`src/rtl/dpb_pkg.sv`:
```
`default_nettype none

package dpb_pkg;

   localparam int unsigned CSR_ADDR_W = 5;
   localparam int unsigned CSR_DATA_W = 32;

   typedef enum logic [2:0] {
      REG_INV_DEPTH_SCALE = 3'd0,
      REG_CENTER_X        = 3'd1,
      REG_CENTER_Y        = 3'd2,
      REG_INV_FOCAL_X     = 3'd3,
      REG_INV_FOCAL_Y     = 3'd4
   } reg_index_type;

   localparam logic [23:0] RST_INV_DEPTH_SCALE = 24'd16777;
   localparam logic [15:0] RST_CENTER_X        = 16'd5120;
   localparam logic [15:0] RST_CENTER_Y        = 16'd3840;
   localparam logic [23:0] RST_INV_FOCAL_X     = 24'd32263;
   localparam logic [23:0] RST_INV_FOCAL_Y     = 24'd32263;

   typedef struct packed {
      logic [23:0] inv_depth_scale;
      logic [15:0] center_x;
      logic [15:0] center_y;
      logic [23:0] inv_focal_x;
      logic [23:0] inv_focal_y;
   } cfg_type;

   typedef struct packed {
      logic s2;
      logic s3;
      logic s4;
   } stage_en_type;

endpackage

`default_nettype wire

```
`src/rtl/dpb_axis.sv`:
```
`default_nettype none

module dpb_axis (
   input  wire                        clock,
   input  wire dpb_pkg::stage_en_type en,
   input  wire  [15:0]                d_mag,
   input  wire                        d_neg,
   input  wire  [31:0]                z,
   input  wire  [23:0]                inv,
   output logic [31:0]                coord
);

   logic [47:0] t_ff, t_in;
   logic        neg2_ff, neg3_ff;
   logic [59:0] ph_ff, ph_in;
   logic [59:0] pl_ff, pl_in;
   logic [60:0] sum;
   logic [44:0] mag;
   logic [31:0] coord_ff, coord_in;

   assign t_in  = 48'(d_mag) * 48'(z);
   assign ph_in = 60'(t_ff) * 60'(inv[23:12]);
   assign pl_in = 60'(t_ff) * 60'(inv[11:0]);

   assign sum = 61'(ph_ff) + 61'(pl_ff[59:12]);
   assign mag = sum[60:16];

   always_comb begin
      if (neg3_ff) begin
         if (mag > 45'h0_8000_0000) begin
            coord_in = 32'h8000_0000;
         end else begin
            coord_in = 32'd0 - mag[31:0];
         end
      end else begin
         if (mag > 45'h0_7FFF_FFFF) begin
            coord_in = 32'h7FFF_FFFF;
         end else begin
            coord_in = mag[31:0];
         end
      end
   end

   always_ff @(posedge clock) begin
      if (en.s2) begin
         t_ff    <= t_in;
         neg2_ff <= d_neg;
      end
      if (en.s3) begin
         ph_ff   <= ph_in;
         pl_ff   <= pl_in;
         neg3_ff <= neg2_ff;
      end
      if (en.s4) begin
         coord_ff <= coord_in;
      end
   end

   assign coord = coord_ff;

endmodule

`default_nettype wire

```
`config.mk`:
```
export PLATFORM = sky130hd
export DESIGN_NAME = dpb_axis
export DESIGN_NICKNAME = d
export VERILOG_FILES = /design/src/rtl/dpb_pkg.sv /design/src/rtl/dpb_axis.sv
export SDC_FILE = /design/constraint.sdc
export NUM_CORES = 2
export LEC_CHECK = 0
export ABC_CLOCK_PERIOD_IN_PS = 8350
export BUFFER_PORTS_ARGS = -buffer_cell sky130_fd_sc_hd__clkbuf_2
export CORE_MARGIN = 10
export CORE_UTILIZATION = 25
export DETAILED_ROUTE_END_ITERATION = 8
export SKIP_CTS_REPAIR_TIMING = 1
export SLEW_MARGIN = 10
export SYNTH_ARGS = -nofsm -noshare
export SYNTH_HDL_FRONTEND = slang
export SYNTH_SLANG_ARGS = --single-unit
```
`constraint.sdc`:
```
create_clock -name clock -period 8.35 [get_ports clock]
set_clock_uncertainty 0.15 [all_clocks]
set_input_delay 1.67 -clock clock [delete_from_list [all_inputs] [get_ports clock]]
set_output_delay 1.67 -clock clock [all_outputs]
set_load 0.02 [all_outputs]
```
==> insert_results.sql <==
INSERT INTO impl_metrics (metric_group, metric, value, unit) VALUES
('status', 'status', 'finished, final reports clean', ''),
('route', 'vias', '46100', ''),
('placement', 'port_buffers', '108', ''),
('synthesis', 'synthDominantCellAreaShare', '44.1', '%'),
('worst_hold_path', 'hold_path_end', 'neg3_ff$_DFFE_PP_', ''),
('critical_path', 'startpoint_class_of_the_critical_path', 'input pin', ''),
('synthesis', 'synth_compound_gate_area_share', '7.49', '%'),
('finish', 'nFillCells', '25500', ''),
('critical_path', 'highest_net_fanout_along_the_worst_path', '33', ''),
('critical_path', 'cell_depth_of_the_worst_flop_to_flop_path', '23', ''),
('synthesis', 'average_size_of_a_mapped_cell', '8.91', 'µm²'),
('die', 'placeableCoreArea', '241000', 'µm²'),
('synthesis', 'ys_warn_count', '0', ''),
('synthesis', 'syn-cell-area', '60700', 'µm²'),
('synthesis', 'ranking_of_synthesized_cells_by_area', 'fa_1, edfxtp_1, inv_1', ''),
('clocking', 'ctsRootBufferMaster', 'clkbuf_16', ''),
('synthesis', 'adder_and_majority_gate_portion_of_the_synthesized_area', '51.5', '%'),
('global_routing', 'grt_use_total', '12.8', '%'),
('die', 'floorplan.initialDensity', '25.2', '%'),
('finish', 'postLayoutCoreUtil', '28.2', '%'),
('sta', 'final-max-slew-violation-count', '0', ''),
('route', 'drt-vias-per-instance', '4.52', ''),
('critical_path', 'timing.critical_path.arrival', '8140', 'ps'),
('route', 'postRouteWirelength', '169000', 'µm'),
('synthesis', 'post_synth_xor_area_fraction', '2.42', '%'),
('worst_hold_path', 'hold_class', 'reg -> reg', ''),
('finish', 'finish.net_count', '8773', ''),
('die', 'rows', '180', ''),
('clocking', 'clock_pin_slew_of_the_registers_on_the_worst_case_setup_and_hold_paths', '80', 'ps'),
('critical_path', 'critical_path.n_buffers_inverters', '6', ''),
('placement', 'dp_cells', '10200', ''),
('critical_path', 'crit_path_frequent_cell', 'fa_1', ''),
('critical_path', 'regToRegSetupSlack', '720', 'ps'),
('clocking', 'cts-buffers-inserted', '17', ''),
('finish', 'instances_no_fill', '10200', ''),
('global_routing', 'via_count_of_the_first_global_routing_pass', '50700', ''),
('finish', 'design_area', '67900', 'µm²'),
('route', 'detailedRoute.firstPassIterationCount', '6', ''),
('sta', 'min_period', '8010', 'ps'),
('critical_path', 'crit_path_top_delay_cell', 'fa_1', ''),
('critical_path', 'required_time_of_the_critical_path', '8480', 'ps'),
('synthesis', 'synth.net_count', '8583', ''),
('critical_path', 'worst_path_largest_cell_delay', '540', 'ps'),
('critical_path', 'critPathCaptureType', 'register', ''),
('global_routing', 'top_usage_layer', 'met2', ''),
('sta', 'layout_worst_path_cycle_share', '95.9', '%'),
('sta', 'setup_violations', '0', ''),
('global_routing', 'antenna_violations_before_repair', '11', ''),
('critical_path', 'r2r-start', 't_ff[11]$_DFFE_PP_', ''),
('placement', 'globalplace.congestion', '0.889', ''),
('sta', 'fmax', '125', 'MHz'),
('route', 'drt-wirelength-per-cell', '16.6', 'µm'),
('critical_path', 'crit_family', 'adder cells', ''),
('synthesis', 'ys_seq_elements', '190', ''),
('clocking', 'tritoncts_clock_tree', 'yes', ''),
('die', 'pin_count', '109', ''),
('sta', 'max_slew.worst_pin.slew', '1270', 'ps'),
('sta', 'worst_slew_margin_rel', '15.3', '%'),
('synthesis', 'post_synth_num_cell_types', '87', ''),
('sta', 'final.setup.tns', '0', 'ps'),
('synthesis', 'ys_seq_area_share', '9.40', '%'),
('clocking', 'cts_num_sinks', '190', ''),
('route', 'drt-initial-drc-count', '2779', ''),
('synthesis', 'synthDominantAreaCellType', 'fa_1', ''),
('synthesis', 'ys.flop_type', 'edfxtp_1', ''),
('synthesis', 'yosysMostFrequentCell', 'inv_1', ''),
('sta', 'grt_setup_unrepaired', 'no', ''),
('global_routing', 'grt_max_degree', '72', ''),
('global_routing', 'grt_first_pass_wirelength', '276000', 'µm'),
('synthesis', 'synth_top_family_by_area', 'adder cells', ''),
('critical_path', 'timing_worst_setup_path_type', 'in -> reg', '');
==> how the worst max path moves through the flow <==
stage	end	cells past startpoint	slack, ps	from
final	pl_ff[56]$_DFFE_PP_	25	340	inv[6]
after global routing	pl_ff[55]$_DFFE_PP_	26	60	inv[4]
after CTS	pl_ff[53]$_DFFE_PP_	25	20	inv[7]
after detailed placement	pl_ff[53]$_DFFE_PP_	25	-550	inv[6]
after global placement	pl_ff[56]$_DFFE_PP_	25	-490	inv[6]
after floorplan	t_ff[42]$_DFFE_PP_	26	190	d_mag[7]
==> cells in the final DEF, fill, tap and decap left out, types with 60 or more instances in the layout <==
cell type  instances
inv_1           1453
edfxtp_1         190
xnor2_1          108
a21o_1           104
nand2_1         1227
and2_1           607
xor2_1            60
o21ai_0          111
nor2_1           131
a21oi_1          193
fa_1            1337
nand3_1           67
clkbuf_2         107
ha_1             361
buf_4            380
==> final cells by class <==
type                       count  area, µm²  share of cell area, %
clock buffer                  17        425                  0.626
antenna                        1       2.50                0.00368
clock inverter                15        184                  0.271
inverter                    1454       5460                   8.03
multi-input combinational   4821      48200                   71.0
tap                         3185       3990                   5.87
timing repair buffer         514       3930                   5.78
sequential                   190       5710                   8.40
==> per-layer routing <==
metal | wire length (µm) | part of all wire [%]
met1 | 77500 | 46
met2 | 76100 | 45
met3 | 12000 | 7.1
met4 | 3140 | 1.9
met5 | 108 | 0.064
==> worst reg2reg max path: cells and delay by family, from the launching register on <==
family	cells	cell delay [ps]
AND/OR/NAND/NOR	3	910
XOR/XNOR	1	80
adder cells (fa/ha/maj)	6	2770
AO/OA/AOI/OAI	9	2100
buffers and inverters	4	310
flip-flops	1	1050
==> logic make-up (layout without fill, tap and decap cells) <==
| family | after synthesis | count (layout) |
|---|---|---|
| AND/OR/NAND/NOR | 2267 | 2267 |
| buffers and inverters | 1797 | 2000 |
| adder cells (fa/ha/maj) | 1698 | 1698 |
| AO/OA/AOI/OAI | 673 | 673 |
| flip-flops | 190 | 190 |
| XOR/XNOR | 168 | 168 |
| multiplexers | 15 | 15 |
| other | 0 | 1 |
==> sequential cells by signal, summed over array words and instances, names as in the netlist <==
| signal | flops |
|---|---|
| t_ff | 48 |
| ph_ff | 60 |
| coord | 32 |
| neg2_ff | 1 |
| pl_ff | 48 |
| neg3_ff | 1 |
==> stage by stage <==
step	worst slack, ps	hold WS (ps)
floorplan	189	250
global placement	-487	522
detailed placement	-546	515
CTS	18.6	540
global route	58.3	562
finish	340	551
Power is not shown: default switching activity piles up to over one toggle a cycle in this logic, so the estimate is an artifact.
