### config.mk
export PLATFORM = sky130hd
export DESIGN_NAME = dpb_csr
export DESIGN_NICKNAME = d
export VERILOG_FILES = /design/src/rtl/dpb_pkg.sv /design/src/rtl/dpb_csr.sv
export SDC_FILE = /design/constraint.sdc
export NUM_CORES = 1
export LEC_CHECK = 0
export ABC_AREA = 1
export BUFFER_PORTS_ARGS = -buffer_cell sky130_fd_sc_hd__buf_2
export CAP_MARGIN = 20
export CORE_ASPECT_RATIO = 1.5
export CORE_MARGIN = 5
export CORE_UTILIZATION = 50
export CTS_CLUSTER_SIZE = 28
export DETAILED_ROUTE_END_ITERATION = 8
export PLACE_DENSITY_LB_ADDON = 0.3
export SLEW_MARGIN = 20
export SYNTH_ARGS = -nofsm -noshare
export SYNTH_HDL_FRONTEND = slang
export SYNTH_SLANG_ARGS = --single-unit
### constraint.sdc
create_clock -name clock -period 2.1 [get_ports clock]
set_input_delay 0.315 -clock clock [delete_from_list [all_inputs] [get_ports clock]]
set_output_delay 0.315 -clock clock [all_outputs]
set_load 0.01 [all_outputs]
### src/rtl/dpb_pkg.sv
`default_nettype none

package dpb_pkg;

   localparam int unsigned CSR_ADDR_W = 5;
   localparam int unsigned CSR_DATA_W = 32;

   typedef enum logic [2:0] {
      REG_INV_DEPTH_SCALE = 3'd0,
      REG_CENTER_X        = 3'd1,
      REG_CENTER_Y        = 3'd2,
      REG_INV_FOCAL_X     = 3'd3,
      REG_INV_FOCAL_Y     = 3'd4
   } reg_index_type;

   localparam logic [23:0] RST_INV_DEPTH_SCALE = 24'd16777;
   localparam logic [15:0] RST_CENTER_X        = 16'd5120;
   localparam logic [15:0] RST_CENTER_Y        = 16'd3840;
   localparam logic [23:0] RST_INV_FOCAL_X     = 24'd32263;
   localparam logic [23:0] RST_INV_FOCAL_Y     = 24'd32263;

   typedef struct packed {
      logic [23:0] inv_depth_scale;
      logic [15:0] center_x;
      logic [15:0] center_y;
      logic [23:0] inv_focal_x;
      logic [23:0] inv_focal_y;
   } cfg_type;

   typedef struct packed {
      logic s2;
      logic s3;
      logic s4;
   } stage_en_type;

endpackage

`default_nettype wire

### src/rtl/dpb_csr.sv
`default_nettype none

module dpb_csr (
   input  wire                                 clock,
   input  wire                                 reset,
   input  wire                                 csr_psel,
   input  wire                                 csr_penable,
   input  wire                                 csr_pwrite,
   input  wire  [dpb_pkg::CSR_ADDR_W-1:0]      csr_paddr,
   input  wire  [dpb_pkg::CSR_DATA_W-1:0]      csr_pwdata,
   output logic [dpb_pkg::CSR_DATA_W-1:0]      csr_prdata,
   output logic                                csr_pready,
   output dpb_pkg::cfg_type                    cfg
);

   dpb_pkg::cfg_type cfg_ff;
   logic             wr_en;
   logic [2:0]       idx;

   assign csr_pready = 1'b1;
   assign wr_en      = csr_psel & csr_penable & csr_pwrite;
   assign idx        = csr_paddr[4:2];
   assign cfg        = cfg_ff;

   always_ff @(posedge clock) begin
      if (reset) begin
         cfg_ff.inv_depth_scale <= dpb_pkg::RST_INV_DEPTH_SCALE;
         cfg_ff.center_x        <= dpb_pkg::RST_CENTER_X;
         cfg_ff.center_y        <= dpb_pkg::RST_CENTER_Y;
         cfg_ff.inv_focal_x     <= dpb_pkg::RST_INV_FOCAL_X;
         cfg_ff.inv_focal_y     <= dpb_pkg::RST_INV_FOCAL_Y;
      end else if (wr_en) begin
         case (idx)
            dpb_pkg::REG_INV_DEPTH_SCALE: cfg_ff.inv_depth_scale <= csr_pwdata[23:0];
            dpb_pkg::REG_CENTER_X:        cfg_ff.center_x        <= csr_pwdata[15:0];
            dpb_pkg::REG_CENTER_Y:        cfg_ff.center_y        <= csr_pwdata[15:0];
            dpb_pkg::REG_INV_FOCAL_X:     cfg_ff.inv_focal_x     <= csr_pwdata[23:0];
            dpb_pkg::REG_INV_FOCAL_Y:     cfg_ff.inv_focal_y     <= csr_pwdata[23:0];
            default: begin
            end
         endcase
      end
   end

   always_comb begin
      case (idx)
         dpb_pkg::REG_INV_DEPTH_SCALE: csr_prdata = {8'd0, cfg_ff.inv_depth_scale};
         dpb_pkg::REG_CENTER_X:        csr_prdata = {16'd0, cfg_ff.center_x};
         dpb_pkg::REG_CENTER_Y:        csr_prdata = {16'd0, cfg_ff.center_y};
         dpb_pkg::REG_INV_FOCAL_X:     csr_prdata = {8'd0, cfg_ff.inv_focal_x};
         dpb_pkg::REG_INV_FOCAL_Y:     csr_prdata = {8'd0, cfg_ff.inv_focal_y};
         default:                      csr_prdata = '0;
      endcase
   end

endmodule

`default_nettype wire

==> results of run 1 <==
==> cell type report <==
class | count | area, µm²
fillers | 969 | 3500
inverters | 49 | 184
well taps | 115 | 144
clock inverters | 6 | 82.6
clock buffers | 10 | 239
repair buffers | 182 | 1020
multi-input cells | 595 | 2500
flip-flops and latches | 104 | 2080
==> metrics by stage <==
| step | setup WS [ns] | instances | instance area [µm²] |
|---|---|---|---|
| 6_report | 0.321 | 1061 | 6250 |
| 4_1_cts | 0.340 | 1061 | 6250 |
| 5_1_grt | 0.181 | 1061 | 6250 |
| 2_1_floorplan | 0.667 | 805 | 5050 |
| 3_3_place_gp | 0.349 | 1045 | 5920 |
| 3_5_place_dp | 0.342 | 1045 | 5920 |
==> kinds of logic after synthesis <==
| logic type | synth area share [%] |
|---|---|
| buf+inv | 9.56 |
| flops | 41.4 |
| other cells | 0.149 |
| simple gates | 48.9 |
==> power groups by stage <==
stage | Clock (mW) | Combinational, mW | Sequential (mW)
6_report | 1.82 | 0.451 | 2.02
5_1_grt | 1.91 | 0.498 | 2.02
4_1_cts | 1.82 | 0.448 | 2.02
3_5_place_dp | 0 | 0.447 | 2.06
3_3_place_gp | 0 | 0.442 | 2.06
2_1_floorplan | 0 | 0.266 | 2.07
==> worst reg2reg max path: cells and delay by family, from the launching register on <==
| kind | cells | cell delay [ns] |
|---|---|---|
| flops | 1 | 0.39 |
| simple gates | 2 | 0.18 |
==> placed cells by master (no fill, tap or decap) <==
| cell type | synthesis | final |
|---|---|---|
| sky130_fd_sc_hd__clkinvlp_4 | 0 | 1 |
| sky130_fd_sc_hd__bufinv_16 | 0 | 2 |
| sky130_fd_sc_hd__inv_2 | 7 | 7 |
| sky130_fd_sc_hd__clkinv_2 | 0 | 3 |
| sky130_fd_sc_hd__dfxtp_1 | 104 | 104 |
| sky130_fd_sc_hd__clkbuf_8 | 0 | 1 |
| sky130_fd_sc_hd__buf_2 | 24 | 159 |
| sky130_fd_sc_hd__nand3_4 | 1 | 1 |
| sky130_fd_sc_hd__nand2_1 | 254 | 254 |
| sky130_fd_sc_hd__nor2_2 | 5 | 7 |
| sky130_fd_sc_hd__nand3_2 | 1 | 1 |
| sky130_fd_sc_hd__nor2_1 | 178 | 176 |
| sky130_fd_sc_hd__conb_1 | 2 | 9 |
| sky130_fd_sc_hd__buf_12 | 0 | 4 |
| sky130_fd_sc_hd__nand3_1 | 122 | 122 |
| sky130_fd_sc_hd__nor2_4 | 2 | 2 |
| sky130_fd_sc_hd__clkbuf_16 | 0 | 9 |
| sky130_fd_sc_hd__buf_4 | 14 | 19 |
| sky130_fd_sc_hd__inv_1 | 42 | 42 |
| sky130_fd_sc_hd__nand4_1 | 23 | 23 |
==> metal layers <==
metal	wire [µm]	vias up
met5	0	-
met4	494	0
met3	1430	38
met2	7950	254
met1	6300	2501
li1	-	2752
==> path summary, 6_finish.rpt <==
path / to
max: csr_prdata[11]
min reg2reg: cfg[38]$_SDFFE_PP1P_
max reg2reg: cfg[50]$_SDFFE_PP0P_
min: cfg[87]$_SDFFE_PP1P_
==> impl.org, run 1 <==
** Worst setup path
- Critical Path Max Stage Delay :: 0.26 ns
- Number of cells traversed by the worst register-to-register path :: 2
- Endpoint class of the critical path :: primary output
- The worst setup path is of the in2out kind.
- On the critical path, the stage with the largest delay is an instance of sky130_fd_sc_hd__buf_4.
- The kind of cell with the highest combined delay along the critical path is buffers and inverters.
- Cell-by-cell listing of the critical path :: buf_2 -> buf_4 -> nand2_1 -> nor2_1 -> buf_4 -> nand2_1 -> nand2_1 -> buf_2
- Counting buffers and inverters, the worst setup path is 8 cells deep.
- Setup slack on the worst reg-to-reg path comes out at 1.47 ns.
- The most critical setup path has its startpoint at csr_paddr[3].
- Worst-path fanout max :: 14
- STA puts the critical path data arrival time at 1.46 ns.
- STA puts the critical path data required time at between 1.5 and 2 ns.
- Counting both buffers and inverters, the worst setup path holds a total of 4.
- Worst flop-to-flop path startpoint :: cfg[50]$_SDFFE_PP0P_
- Kind of start point of the critical path :: primary input
- The cell that appears most often on the critical path is sky130_fd_sc_hd__nand2_1.

** Synth
- Synth Area per Inst :: 6.30 µm²
- Counting flops with an async set or reset pin after synthesis yields a share of 0%.
- Cell count after synthesis :: about 800
- Number of flops mapped to enable cells by yosys :: 0
- Yosys Warn Count :: 0
- The most used flip-flop cell after synthesis is sky130_fd_sc_hd__dfxtp_1.
- Number of library cell types mapped by synthesis :: 16
- By area the synthesized netlist is led by sky130_fd_sc_hd__dfxtp_1, sky130_fd_sc_hd__nand2_1, sky130_fd_sc_hd__nor2_1.
- Synthesized area :: 5030 µm²
- The synthesized design spends more area on one cell type than any other, namely sky130_fd_sc_hd__dfxtp_1.
- Commonest cells in the netlist :: sky130_fd_sc_hd__nand2_1, sky130_fd_sc_hd__nor2_1, sky130_fd_sc_hd__nand3_1
- By instance count, the leading cell after synthesis is sky130_fd_sc_hd__nand2_1.
- Of the post-synthesis cell area, the dominant cell type holds 41.4%.
- Sequential area share after synthesis :: 41.4%
- In this run, synthesis produced a sequential element count of 104.

** Clock network
- Number of setup buffers added after CTS :: 0
- In this run the number of H-tree levels came out at 3.
- Worst-Skew Late Latency :: 0.34 ns
- The root buffer cell chosen for the clock tree is sky130_fd_sc_hd__clkbuf_16.
- Number of buffers inserted during clock tree synthesis :: 9
- Count of hold buffers inserted by post-cts repair :: 0
- Deepest clock path buffer count :: 2
- Clock tree from TritonCTS :: built
- Clock-pin slew was measured on the worst setup and hold paths at 0.07 ns.
- Clock net sink count :: 104
- Post-CTS sizing :: 0

** Power
- Leak Pwr :: between 3 and 4 nW
- Combinational logic burns a little over a tenth of the power.
- Switching share of power :: 25.1%
- The worst-case IR drop observed on VDD is 0.441 mV.
- Pwr dens :: 687 nW/µm²
- The clock network accounts for 42.4% of the total power.
- Register share of total power :: approximately 47%
- Sum of internal, switching and leakage power :: 4.29 mW
- The analysis attributes to net switching a power of about 1.1 mW.
- Internal :: 3.21 mW

** Timing
- Share of the cycle needed by the critical path after routing :: 84.7%
- The total count of max-transition violations in the final report is 0.
- Clock tree skew after final layout :: 0 ns
- Derived from the worst setup path, the maximum achievable clock frequency is roughly 560 MHz.
- After routing, the total negative slack on setup checks comes to 0 ns.
- Worst hold slack after final layout :: 0.219 ns
- Count of final hold-check violations :: 0
- Final setup violating endpoints :: 0
- Unrepaired setup endpoints after global routing :: no
- Time the final worst path needs with I/O delays and setup :: ~1.8 ns

** Layout
- Relative to the synthesized area, the layout overhead comes to 24.2%.
- At the end of the flow, the number of nets in the layout was 983.
- The register with the most flip-flops in the layout has 104 of them.
- The post-route netlist has 22.8% of its cells at a drive strength greater than 1.
- At the end of the flow the core is filled with cells to 64.1%.
- The number of antenna diodes in the final layout is 0.

** Min path
- Startpoint of the lowest-slack hold path :: csr_pwdata[7]
- Hold/Removal Path Class :: in2reg
- Depth of the worst hold-timing path :: 3

** Place
- Final weighted congestion in routability-driven placement :: roughly 0.89
- Port bufs :: around 160
- After legalization and detailed placement, the total HPWL measured between 10000 and 15000 µm.

** Floorplan
- Starting density of the core :: just over 50%
- Overall die height :: 133 µm
- The die covers roughly 12000 µm².
- Die width :: 91.9 µm
- Pin placement for this block handled ~180 I/O pins.
- In this run the core area contains 44 standard-cell rows.
- The total area inside the core boundary comes to 9740 µm².

** Global route
- Global-route wire length before repair :: 26000 µm
- Global-route usage over all layers :: between 20% and 30%
- The initial antenna violation count came to 0.
- Number of global-route vias before repair :: a little over 5000
- In the global route stage, met1 resource usage came out at 32.4%.
- Overflow after GRT :: 0
- Grt met2 use :: 44.8%
- Entering global routing, the biggest net connects 105 pins.
- Global routing's busiest layer :: met2
- For this run, global-route usage on met3 was measured as roughly 6.5%.

** Drt
- # DRC :: 0
- Initial drt markers :: 420
- Average wire per standard cell :: 15.2 µm
- Final wirelength :: 16200 µm
- Detail Route Antenna Nets :: 0
- Dividing the detail-routed via count by the number of cells gives around 5.2.
- Total via count after detailed routing :: 5545
- Pre-antenna DRT Iters :: 5

** Run
- Number of max-cap violations :: 0

** Outcome
- Result of the run :: complete, no violations
Power figures use the tool's default switching activity.
==> run 2, diff against run 1 <==
CORE_UTILIZATION = 45   (was 50)
clock period = 1.5 ns   (was 2.1 ns; I/O delays follow)
==> impl.org, run 2 (synthesis results as in run 1) <==
** Floorplan
- Starting density of the core :: 45.7% (was 51.6%)
- The die boundary width is 96.3 µm (was 91.9 µm).
- The die outline height came to 139 µm (was 133 µm).
- Rows :: 47 (was 44)
- The floorplan core area was 11000 µm² (was 9740 µm²).
- I/O Pins :: 179 (unchanged)
- The die outline area was 13400 µm² (was 12200 µm²).

** Worst setup path
- The startpoint type of the worst setup path is a primary input (unchanged).
- Endpoint class of the critical path :: primary output (unchanged)
- The required arrival time at the worst endpoint came to 1.27 ns (was 1.78 ns).
- The critical path class is in2out (unchanged).
- The top fanout value on the critical path came to 9 (was 14).
- Worst Path Arrival :: 1.22 ns (was 1.46 ns)
- The depth of the most critical reg-to-reg path was 2 (unchanged).

** Clock network
- Deepest clock path buffer count :: 2 (unchanged)
- The clock tree from TritonCTS is built (unchanged).
- The clock root buffer master is sky130_fd_sc_hd__clkbuf_16 (unchanged).
- Clock edge transition at the registers on the reported setup and hold paths :: 0.07 ns (about the same)
- The count of hold buffers inserted by post-cts repair is 0 (unchanged).
- Level count of the clock H-tree :: 3 (unchanged)
- Clock net sink count :: 104 (unchanged)
- The clock network latency to the later pin of the worst-skew pair is 0.35 ns (was 0.34 ns).
- Number of buffers inserted during clock tree synthesis :: 9 (unchanged)

** Power
- Sum of internal, switching and leakage power :: 6.23 mW (was 4.29 mW)
- The worst voltage drop across the vdd grid came to 0.664 mV (was 0.441 mV).
- Leak Pwr :: 3.43 nW (was 3.28 nW)
- Pwr dens :: 940 nW/µm² (was 687 nW/µm²)

** Timing
- Peak Freq :: 690 MHz
- Clock tree skew after final layout :: 0 ns (unchanged)
- The smallest hold slack came to 0.109 ns (was 0.219 ns).
- The total count of max-transition violations in the final report is 0 (unchanged).
- The number of hold violations in the final report is 0 (unchanged).
- Worst Slack Setup Final :: 0.0510 ns (was 0.321 ns)
- Dividing the final minimum period by the clock period gives 96.6%.
- The final setup violation count was 0 (unchanged).
- Time the final worst path needs with I/O delays and setup :: 1.45 ns

** Outcome
- Result of the run :: complete, no violations (unchanged)

** Layout
- Commonest cells after routing, fill and taps aside: sky130_fd_sc_hd__nand2_1, sky130_fd_sc_hd__nor2_1, sky130_fd_sc_hd__buf_2 (unchanged).
- Most common cell after layout, fill and taps aside :: sky130_fd_sc_hd__nand2_1 (unchanged)
- Layout Nets :: 1003 (was 983)
- The fraction of layout instances using a drive strength above 1 came to 25.2% (was 22.8%).
- The final antenna diode count came to 0 (unchanged).
- End-of-flow core utilization :: 60.3% (was 64.1%)
- Flip-flop count of the largest register, all copies and words added :: 104 (unchanged)
- The final instance count without filler cells is 1113 (was 1061).
- Synth-to-layout area growth :: 31.9% (was 24.2%)

** Place
- The number of buffers inserted by port buffering came to 159 (unchanged).
- Pre-CTS worst setup slack :: 0.0262 ns (was 0.342 ns)
- HPWL after detailed placement :: 11700 µm (was 11300 µm)
- The weighted congestion at the end of routability-driven global placement is 0.884 (was 0.888).
- The number of cells in the design after placement is 1094 (was 1045).

** Run
- The max-cap violation count is 0 (unchanged).

** Drt
- Vias per cell :: 4.98 (was 5.23)
- The remaining routing DRC violations came to 0 (unchanged).
- Initial drt markers :: 483 (was 420)
- Detail Route Antenna Nets :: 0 (unchanged)
- The wire length after detailed routing is 16700 µm (was 16200 µm).
- Total via count after detailed routing :: 5548 (was 5545)
- The final routed wire length divided by cell count came to 15.0 µm (was 15.2 µm).
- Pre-antenna DRT Iters :: 5 (unchanged)

** Global route
- Initial antenna violation count :: 1 (was 0)
- Pin count of the biggest net entering global routing :: 54 (was 105)
- The overall fraction of global-route tracks in use is 24.3% (was 26.6%).
- The number of global-route vias before repair is 4866 (was 5068).
- The remaining global-route overflow was 0 (unchanged).
- Global-route wire length before repair :: 25600 µm (was 26000 µm)

** Min path
- Depth of the worst hold-timing path :: 3 (unchanged)
- The type of the worst min-delay path is in2reg (unchanged).
run 2: cell count changes in the layout (fill, tap and decap cells not counted), moves of 2 or more:
cell | previous run | this run
sky130_fd_sc_hd__nor2_4 | 2 | 4
sky130_fd_sc_hd__buf_4 | 19 | 27
sky130_fd_sc_hd__buf_12 | 4 | 10
sky130_fd_sc_hd__nor2_2 | 7 | 10
sky130_fd_sc_hd__nor2_1 | 176 | 171
sky130_fd_sc_hd__clkbuf_16 | 9 | 11
sky130_fd_sc_hd__buf_6 | 0 | 6
sky130_fd_sc_hd__inv_2 | 7 | 5
sky130_fd_sc_hd__buf_2 | 159 | 157
sky130_fd_sc_hd__inv_1 | 42 | 40
sky130_fd_sc_hd__inv_4 | 0 | 4
run 2: area by class of cell:
cell class                      instances  area, µm²
Clock buffer                           10        229
Clock inverter                          6        108
Fill cell                            1091       4370
Inverter                               49        194
Multi-Input combinational cell        595       2530
Sequential cell                       104       2080
Tap cell                              147        184
Timing Repair Buffer                  202       1310
run 2: worst max-delay path: stages:
cell and delay (ns):
sky130_fd_sc_hd__buf_2 0.12, sky130_fd_sc_hd__inv_4 0.10, sky130_fd_sc_hd__buf_6 0.15, sky130_fd_sc_hd__nand3_4 0.17
sky130_fd_sc_hd__nor2_1 0.17, sky130_fd_sc_hd__nor2_2 0.07, sky130_fd_sc_hd__nand2_1 0.07, sky130_fd_sc_hd__buf_2 0.13
run 2: final timing paths:
| path | from | slack (ns) | to |
|---|---|---|---|
| worst min register to register | cfg[14]$_SDFFE_PP1P_ | 0.48 | cfg[14]$_SDFFE_PP1P_ |
| worst max-delay path | csr_paddr[4] | 0.05 | csr_prdata[8] |
| worst min-delay path | csr_pwdata[3] | 0.11 | cfg[83]$_SDFFE_PP1P_ |
| worst max register to register | cfg[4]$_SDFFE_PP0P_ | 0.90 | cfg[4]$_SDFFE_PP0P_ |
run 2: routing by layer:
| layer | routed length [µm] | GRT usage [%] |
|---|---|---|
| met1 | 6600 | 30.9 |
| met5 | 7 | 0 |
| met2 | 8330 | 40.4 |
| met4 | 375 | 7.83 |
| met3 | 1360 | 5.24 |
run 2: per-stage QoR:
| step | setup TNS [ns] | instance area [µm²] |
|---|---|---|
| detailed placement | 0 | 6170 |
| CTS | 0 | 6510 |
| finish | 0 | 6630 |
| floorplan | 0 | 5050 |
| global placement | 0 | 6170 |
| global route | -0.0208 | 6630 |
run 2: power breakdown:
part           total, mW  internal [mW]  leakage (nW)  switching, mW
registers           2.82           2.80         0.841         0.0287
clock network       2.71           1.63         0.162           1.08
logic              0.704          0.257          2.43          0.447
run 2: repair_timing:
action,4_1_cts,5_1_grt
resized for setup,0,24
endpoints found under the hold margin,0,0
setup endpoints to repair,0,24
setup buffers,0,1
